`src/sv/mrr_pkg.sv`:
```
// Package for the Modbus RTU response receiver: frame constants, status codes,
// result type, CRC-16 byte update and word-count decode. No dependencies.
`default_nettype none

package mrr_pkg;

	localparam int BUF_DEPTH_DEF = 256;
	localparam int HDR_LEN       = 11;
	localparam int HDR_IDX_W     = $clog2(HDR_LEN);
	localparam int MIN_FRAME     = 4;

	localparam logic [7:0]  SLAVE_ADDR_RST = 8'h01;
	localparam logic [15:0] CRC_INIT       = 16'hFFFF;
	localparam logic [15:0] CRC_POLY       = 16'hA001;

	localparam logic [7:0] FC_READ_COILS    = 8'h01;
	localparam logic [7:0] FC_READ_INPUTS   = 8'h02;
	localparam logic [7:0] FC_READ_HOLDING  = 8'h03;
	localparam logic [7:0] FC_READ_INPUT_RG = 8'h04;
	localparam logic [7:0] FC_WRITE_COIL    = 8'h05;
	localparam logic [7:0] FC_WRITE_REG     = 8'h06;
	localparam logic [7:0] FC_WRITE_MULTI   = 8'h10;

	localparam logic OP_BYTE = 1'b0;
	localparam logic OP_GAP  = 1'b1;

	typedef enum logic [2:0] {
		ST_OK    = 3'd0,
		ST_SHORT = 3'd1,
		ST_ADDR  = 3'd2,
		ST_CRC   = 3'd3,
		ST_CODE  = 3'd4,
		ST_LEN   = 3'd5
	} status_t;

	typedef struct packed {
		logic [15:0] word_d;
		logic [15:0] word_c;
		logic [15:0] word_b;
		logic [15:0] word_a;
		logic [2:0]  word_count;
		logic [7:0]  function_code;
		status_t     status;
	} result_t;

	localparam int RES_W   = $bits(result_t);
	localparam int TDATA_W = ((RES_W + 7) / 8) * 8;

	function automatic logic [15:0] crc_byte(input logic [15:0] crc_in, input logic [7:0] b);
		logic [15:0] c;
		c = crc_in ^ {8'h00, b};
		for (int i = 0; i < 8; i++) begin
			if (c[0]) c = (c >> 1) ^ CRC_POLY;
			else c = c >> 1;
		end
		return c;
	endfunction

	function automatic logic [2:0] words_for(input logic [7:0] bc, input logic [2:0] max_w);
		logic [2:0] n;
		n = 3'd1;
		if (bc > 8'd2 && n < max_w) n = n + 3'd1;
		if (bc > 8'd4 && n < max_w) n = n + 3'd1;
		if (bc > 8'd6 && n < max_w) n = n + 3'd1;
		return n;
	endfunction

endpackage

`default_nettype wire

```
`src/sv/modbus_rtu_response_receiver.sv`:
```
// Modbus RTU response receiver: counts, CRC-checks and decodes one response frame per gap.
// A gap is registered in stage 1, then its result in the output register; bytes yield none.
// One item per cycle unless a gap finds a result untaken; the bytewise CRC sets the cycle.
// Reset: asynchronous, clears count, CRC to 0xFFFF, header bytes, slave address to 1.
// Depends on mrr_pkg.
`default_nettype none

module modbus_rtu_response_receiver #(
	parameter int BUF_DEPTH = mrr_pkg::BUF_DEPTH_DEF
) (
	input  wire logic                        clk,
	input  wire logic                        arst_n,
	input  wire logic                        cfg_wr_en,
	input  wire logic [7:0]                  cfg_wr_data,
	input  wire logic                        s_axis_tvalid,
	output logic                             s_axis_tready,
	input  wire logic [7:0]                  s_axis_tdata,  // [7:0] rx_byte
	input  wire logic                        s_axis_tuser,  // [0] operation
	output logic                             m_axis_tvalid,
	input  wire logic                        m_axis_tready,
	// [2:0] status, [10:3] function_code, [13:11] word_count, [29:14] word_a,
	// [45:30] word_b, [61:46] word_c, [77:62] word_d, rest zero
	output logic [mrr_pkg::TDATA_W-1:0]      m_axis_tdata
);

	import mrr_pkg::*;

	localparam int CNT_W = $clog2(BUF_DEPTH + 1);

	logic             valid_s1;
	logic             op_s1;
	logic [7:0]       byte_s1;
	logic             s1_go;

	logic             valid_s2;
	result_t          res_s2;
	result_t          res;

	logic [7:0]       slave_address_q;
	logic [7:0]       hdr_q [HDR_LEN];
	logic [CNT_W-1:0] count_q;
	logic [15:0]      crc_q;
	logic [2:0]       wc;

	assign s1_go         = valid_s1 && (op_s1 == OP_BYTE || !valid_s2 || m_axis_tready);
	assign s_axis_tready = !valid_s1 || s1_go;
	assign m_axis_tvalid = valid_s2;
	assign m_axis_tdata  = {{(TDATA_W - RES_W){1'b0}}, res_s2};

	always_ff @(posedge clk or negedge arst_n) begin
		if (!arst_n) begin
			slave_address_q <= SLAVE_ADDR_RST;
		end else if (cfg_wr_en) begin
			slave_address_q <= cfg_wr_data;
		end
	end

	always_ff @(posedge clk or negedge arst_n) begin
		if (!arst_n) begin
			valid_s1 <= 1'b0;
		end else if (s_axis_tready) begin
			valid_s1 <= s_axis_tvalid;
		end
	end

	always_ff @(posedge clk) begin
		if (s_axis_tready && s_axis_tvalid) begin
			op_s1   <= s_axis_tuser;
			byte_s1 <= s_axis_tdata;
		end
	end

	always_ff @(posedge clk or negedge arst_n) begin
		if (!arst_n) begin
			count_q <= '0;
			crc_q   <= CRC_INIT;
			for (int i = 0; i < HDR_LEN; i++) hdr_q[i] <= 8'h00;
		end else if (s1_go) begin
			if (op_s1 == OP_GAP) begin
				count_q <= '0;
				crc_q   <= CRC_INIT;
			end else if (count_q != CNT_W'(BUF_DEPTH)) begin
				if (count_q < CNT_W'(HDR_LEN)) hdr_q[count_q[HDR_IDX_W-1:0]] <= byte_s1;
				crc_q   <= crc_byte(crc_q, byte_s1);
				count_q <= count_q + CNT_W'(1);
			end
		end
	end

	always_comb begin
		res        = '0;
		res.status = ST_OK;
		wc         = 3'd0;
		if (count_q < CNT_W'(MIN_FRAME)) begin
			res.status = ST_SHORT;
		end else begin
			res.function_code = hdr_q[1];
			if (hdr_q[0] != slave_address_q) begin
				res.status = ST_ADDR;
			end else if (crc_q != 16'h0000) begin
				res.status = ST_CRC;
			end else begin
				unique case (hdr_q[1])
					FC_READ_COILS:   wc = words_for(hdr_q[2], 3'd4);
					FC_READ_INPUTS:  wc = words_for(hdr_q[2], 3'd3);
					FC_READ_HOLDING: wc = words_for(hdr_q[2], 3'd2);
					FC_READ_INPUT_RG: begin
						if (hdr_q[2] == 8'd2) wc = 3'd1;
						else res.status = ST_LEN;
					end
					FC_WRITE_COIL, FC_WRITE_REG, FC_WRITE_MULTI: wc = 3'd0;
					default: res.status = ST_CODE;
				endcase
			end
		end
		res.word_count = wc;
		if (wc > 3'd0) res.word_a = {hdr_q[3], hdr_q[4]};
		if (wc > 3'd1) res.word_b = {hdr_q[5], hdr_q[6]};
		if (wc > 3'd2) res.word_c = {hdr_q[7], hdr_q[8]};
		if (wc > 3'd3) res.word_d = {hdr_q[9], hdr_q[10]};
	end

	always_ff @(posedge clk or negedge arst_n) begin
		if (!arst_n) begin
			valid_s2 <= 1'b0;
		end else if (s1_go && op_s1 == OP_GAP) begin
			valid_s2 <= 1'b1;
		end else if (m_axis_tready) begin
			valid_s2 <= 1'b0;
		end
	end

	always_ff @(posedge clk) begin
		if (s1_go && op_s1 == OP_GAP) res_s2 <= res;
	end

	a_reject_no_words: assert property (@(posedge clk) disable iff (!arst_n)
		(valid_s2 && res_s2.status != ST_OK) |-> (res_s2.word_count == 3'd0))
		else $error("rejected frame carries words");

	a_count_range: assert property (@(posedge clk) disable iff (!arst_n)
		count_q <= CNT_W'(BUF_DEPTH))
		else $error("byte count beyond buffer depth");

	a_gap_clears: assert property (@(posedge clk) disable iff (!arst_n)
		(s1_go && op_s1 == OP_GAP) |=> (count_q == '0 && crc_q == CRC_INIT))
		else $error("gap did not clear count and crc");

	a_gap_loads_out: assert property (@(posedge clk) disable iff (!arst_n)
		(s1_go && op_s1 == OP_GAP) |=> valid_s2)
		else $error("gap produced no result");

	a_stall_only_busy: assert property (@(posedge clk) disable iff (!arst_n)
		!s_axis_tready |-> (valid_s1 && op_s1 == OP_GAP && valid_s2))
		else $error("input stalled without a pending result");

endmodule

`default_nettype wire

```
`config.mk`:
```
export PLATFORM = sky130hd
export DESIGN_NAME = modbus_rtu_response_receiver
export DESIGN_NICKNAME = d
export VERILOG_FILES = /design/src/sv/mrr_pkg.sv /design/src/sv/modbus_rtu_response_receiver.sv
export SDC_FILE = /design/constraint.sdc
export NUM_CORES = 1
export LEC_CHECK = 0
export ABC_AREA = 1
export BUFFER_PORTS_ARGS = -buffer_cell sky130_fd_sc_hd__buf_2
export CAP_MARGIN = 10
export CORE_ASPECT_RATIO = 1.2
export CORE_MARGIN = 3
export CORE_UTILIZATION = 55
export CTS_CLUSTER_DIAMETER = 40
export DETAILED_ROUTE_END_ITERATION = 8
export PLACE_DENSITY = 0.76
export SLEW_MARGIN = 20
export SYNTH_ARGS = -nofsm -noshare
export SYNTH_HDL_FRONTEND = slang
export SYNTH_SLANG_ARGS = --single-unit
```
`constraint.sdc`:
```
create_clock -name clk -period 3.85 [get_ports clk]
set_input_delay 1.155 -clock clk [delete_from_list [all_inputs] [get_ports clk]]
set_output_delay 1.155 -clock clk [all_outputs]
set_load 0.01 [all_outputs]
```
==> impl_metrics.xml <==
<?xml version="1.0" encoding="UTF-8"?>
<metrics>
  <group name="grt">
    <metric name="groute.layer.met3.usage" unit="">0.0329</metric>
    <metric name="grtUsageTotal" unit="">0.203</metric>
    <metric name="first_global_vias" unit="">6050</metric>
    <metric name="groute.layer.met1.usage" unit="">0.265</metric>
    <metric name="global_route_overflow" unit="">0</metric>
    <metric name="wire_length_of_the_first_global_routing_pass" unit="um">30500</metric>
    <metric name="antenna_found_initial" unit="">0</metric>
    <metric name="use_met2" unit="">0.353</metric>
    <metric name="grt_busiest_layer" unit="">met2</metric>
    <metric name="grt_start_max_net_pins" unit="">61</metric>
  </group>
  <group name="detailed_routing">
    <metric name="detail_route.wl_per_cell" unit="um">15.0</metric>
    <metric name="dr.pass1.iters" unit="">5</metric>
    <metric name="vias_per_cell" unit="">5.17</metric>
    <metric name="routed-via-count" unit="">6345</metric>
    <metric name="drt_iter0_drc" unit="">407</metric>
    <metric name="number_of_routed_nets_with_antenna_violations" unit="">0</metric>
    <metric name="wirelength" unit="um">18400</metric>
    <metric name="detail_route.drc_violations" unit="">0</metric>
  </group>
  <group name="final_layout">
    <metric name="final_nets" unit="">1026</metric>
    <metric name="areaGrowthSynthToFinish" unit="%">16.7</metric>
    <metric name="final_cell_area" unit="um2">10800</metric>
    <metric name="fraction_of_layout_instances_using_a_drive_strength_above_1" unit="">0.223</metric>
    <metric name="antenna_cells" unit="">0</metric>
  </group>
  <group name="floorplanning">
    <metric name="floorplan.initialDensity" unit="">0.566</metric>
    <metric name="design.die.area" unit="um2">18400</metric>
    <metric name="core.rowCount" unit="">51</metric>
    <metric name="io_pins" unit="">104</metric>
    <metric name="die_height" unit="um">148</metric>
    <metric name="chipWidth" unit="um">124</metric>
    <metric name="core-area" unit="um2">16300</metric>
  </group>
  <group name="cts">
    <metric name="cts.repair_timing.setup_buffer_count" unit="">0</metric>
    <metric name="reg_clk_slew_reported_paths" unit="ns">0.06</metric>
    <metric name="post_cts_hold_buffer_count" unit="">0</metric>
    <metric name="tritoncts.num_buffers" unit="">27</metric>
    <metric name="clk_latency" unit="ns">0.52</metric>
    <metric name="tritoncts_clock_tree" unit="">yes</metric>
    <metric name="cts.htree.levels" unit="">1</metric>
    <metric name="clock_sinks" unit="">210</metric>
    <metric name="clock_tree.buffer_depth" unit="">3</metric>
    <metric name="root_buffer" unit="">clkbuf_16</metric>
    <metric name="cts.repair.resized" unit="">0</metric>
  </group>
  <group name="setup_path">
    <metric name="rrSetupSlack" unit="ns">0.72</metric>
    <metric name="worst_setup_end_kind" unit="">flop</metric>
    <metric name="worst-endpoint-required" unit="ns">4.11</metric>
    <metric name="worst_setup_path_start_kind" unit="">flop</metric>
    <metric name="worstSetupPathType" unit="">reg -&gt; reg</metric>
    <metric name="worst-path-max-fanout" unit="">16</metric>
    <metric name="timing.reg2reg.worst_path_depth" unit="">17</metric>
    <metric name="worstPathArrival" unit="ns">3.39</metric>
  </group>
  <group name="sta">
    <metric name="layout_min_cycle_time" unit="ns">3.13</metric>
    <metric name="fin_skew" unit="ns">0.0108</metric>
    <metric name="report.final.slew_viol_count" unit="">0</metric>
    <metric name="holdWs" unit="ns">0.482</metric>
    <metric name="fin_setup_tns" unit="ns">0</metric>
    <metric name="hold_violations" unit="">0</metric>
    <metric name="max_slew_margin" unit="">0.477</metric>
    <metric name="tightest_slew" unit="ns">0.785</metric>
    <metric name="setup_slack" unit="ns">0.723</metric>
    <metric name="timing.final.crit_share" unit="">0.812</metric>
    <metric name="grt_setup_unrepaired" unit="">false</metric>
    <metric name="setup-violations-final" unit="">0</metric>
    <metric name="max_freq" unit="MHz">320</metric>
  </group>
  <group name="synth">
    <metric name="yosysMostFrequentCell" unit="">nand2_1</metric>
    <metric name="dominant_cells_by_area_after_synthesis" unit="">dfrtp_1, edfxtp_1, nand2_1</metric>
    <metric name="synthTopCellsByCount" unit="">nand2_1, inv_1, dfrtp_1</metric>
    <metric name="postSynthCellCount" unit="">888</metric>
    <metric name="share_of_yosys_cell_area_claimed_by_the_top_area_cell_type" unit="">0.287</metric>
    <metric name="synth_ff_type" unit="">dfrtp_1</metric>
    <metric name="fraction_of_the_yosys_area_taken_by_sequential_cells" unit="">0.618</metric>
    <metric name="synthesis.area_per_instance" unit="um2">10.4</metric>
    <metric name="async_reset_ff_frac" unit="">0.586</metric>
    <metric name="ys_warn_count" unit="">0</metric>
    <metric name="syn_area" unit="um2">9240</metric>
    <metric name="synth_edf_count" unit="">87</metric>
    <metric name="yosys_register_bits" unit="">210</metric>
    <metric name="synth_cell_type_count" unit="">46</metric>
    <metric name="cell_accounting_for_the_most_synthesized_area" unit="">dfrtp_1</metric>
  </group>
  <group name="hold_path">
    <metric name="worst_hold_path_type" unit="">reg -&gt; reg</metric>
    <metric name="hold-path-cell-count" unit="">2</metric>
  </group>
  <group name="place">
    <metric name="placedInstanceArea" unit="um2">9910</metric>
    <metric name="dpl.hpwl" unit="um">12400</metric>
    <metric name="dp_worst_setup_slack" unit="ns">0.679</metric>
    <metric name="buffer_ports.inserted" unit="">101</metric>
    <metric name="gpl.final_weighted_congestion" unit="">0.886</metric>
  </group>
  <group name="status">
    <metric name="run_status" unit="">completed</metric>
  </group>
  <group name="power">
    <metric name="leakage" unit="nW">4.68</metric>
    <metric name="total_power" unit="W">0.00677</metric>
    <metric name="power_density" unit="nW/um2">628</metric>
    <metric name="vdd_ir_drop_max" unit="mV">0.389</metric>
  </group>
  <group name="job">
    <metric name="timing.max_cap.violations" unit="">0</metric>
  </group>
</metrics>
-- cells by family (layout without fill, tap and decap cells) --
family	after synthesis	after routing	synth area share
and+or+nand+nor	331	331	0.171
DFF	210	210	0.618
buffers and inverters	158	285	0.0731
AOI/OAI and AO/OA	161	161	0.105
other	1	2	0.000406
adders and majority gates	9	9	0.0122
muxes	6	6	0.00731
xor gates and xnor gates	12	12	0.0129
-- cell usage in the layout (no fill, tap or decap), drive strengths merged --
cell        n
nand2     196
inv       130
buf       111
dfrtp     106
o21ai      97
edfxtp     87
nor2       77
nand3      38
clkbuf     36
a21oi      32
dfstp      17
a21boi     16
ha          9
a22oi       8
nand4       7
nor3        7
xnor2       6
mux2        6
clkinv      6
xor2        5
nor4        5
a32oi       3
a31oi       2
o211ai      2
conb        2
clkinvlp    2
o21a        1
xnor3       1
nand3b      1
-- final cells by class --
class	count	area, um2
inverter	124	470
timing repair buffer	111	608
sequential	210	5710
multi-input combinational	521	2860
clock buffer	36	741
fill	1281	5550
tap	212	265
clock inverter	14	131
-- final timing paths --
check	start	endpoint
max	hdr_q[69]$_DFFE_PN0P_	m_axis_tdata[26]$_SDFFCE_PP0P_
min	hdr_q[29]$_DFFE_PN0P_	hdr_q[29]$_DFFE_PN0P_
max reg2reg	hdr_q[69]$_DFFE_PN0P_	m_axis_tdata[26]$_SDFFCE_PP0P_
min reg2reg	hdr_q[29]$_DFFE_PN0P_	hdr_q[29]$_DFFE_PN0P_
max in group asynchronous	arst_n	crc_q[7]$_DFFE_PN1P_
min in group asynchronous	arst_n	slave_address_q[3]$_DFFE_PN0P_
-- sequential cells by signal (all words and copies together), names as in the netlist --
| name | count |
|---|---|
| byte_s1 | 8 |
| m_axis_tdata | 78 |
| m_axis_tvalid | 1 |
| hdr_q | 88 |
| count_q | 9 |
| slave_address_q | 8 |
| valid_s1 | 1 |
| crc_q | 16 |
| op_s1 | 1 |
-- where the power goes --
| group | total, W | switching (W) | internal [W] |
|---|---|---|---|
| clock | 0.00236 | 0.000971 | 0.00139 |
| combinational | 0.00137 | 0.000871 | 0.000499 |
| sequential | 0.00304 | 0.000268 | 0.00277 |
-- metal layers --
layer	vias up	share of wire
met2	188	0.51
met5	-	0
li1	3129	-
met3	24	0.059
met4	0	0.022
met1	3004	0.41
-- per-stage QoR --
step           std cells  utilization
4_1_cts             1228        0.660
5_1_grt             1228        0.660
3_5_place_dp        1178        0.607
3_3_place_gp        1178        0.607
6_report            1228        0.660
2_1_floorplan        889            -
-- worst max-delay path, stage by stage, from the launching register on --
cell,delay [ns]
dfrtp_1,0.38
nor2_1,0.07
nand2_1,0.07
nor2_2,0.05
nand2_1,0.10
inv_1,0.05
a31oi_1,0.26
inv_1,0.11
ha_1,0.20
inv_1,0.14
ha_1,0.25
o21ai_1,0.14
nand2_1,0.08
o21ai_2,0.08
a21oi_4,0.11
nor2_4,0.41
buf_4,0.29
a21oi_2,0.07
Power figures use the tool's default switching activity.
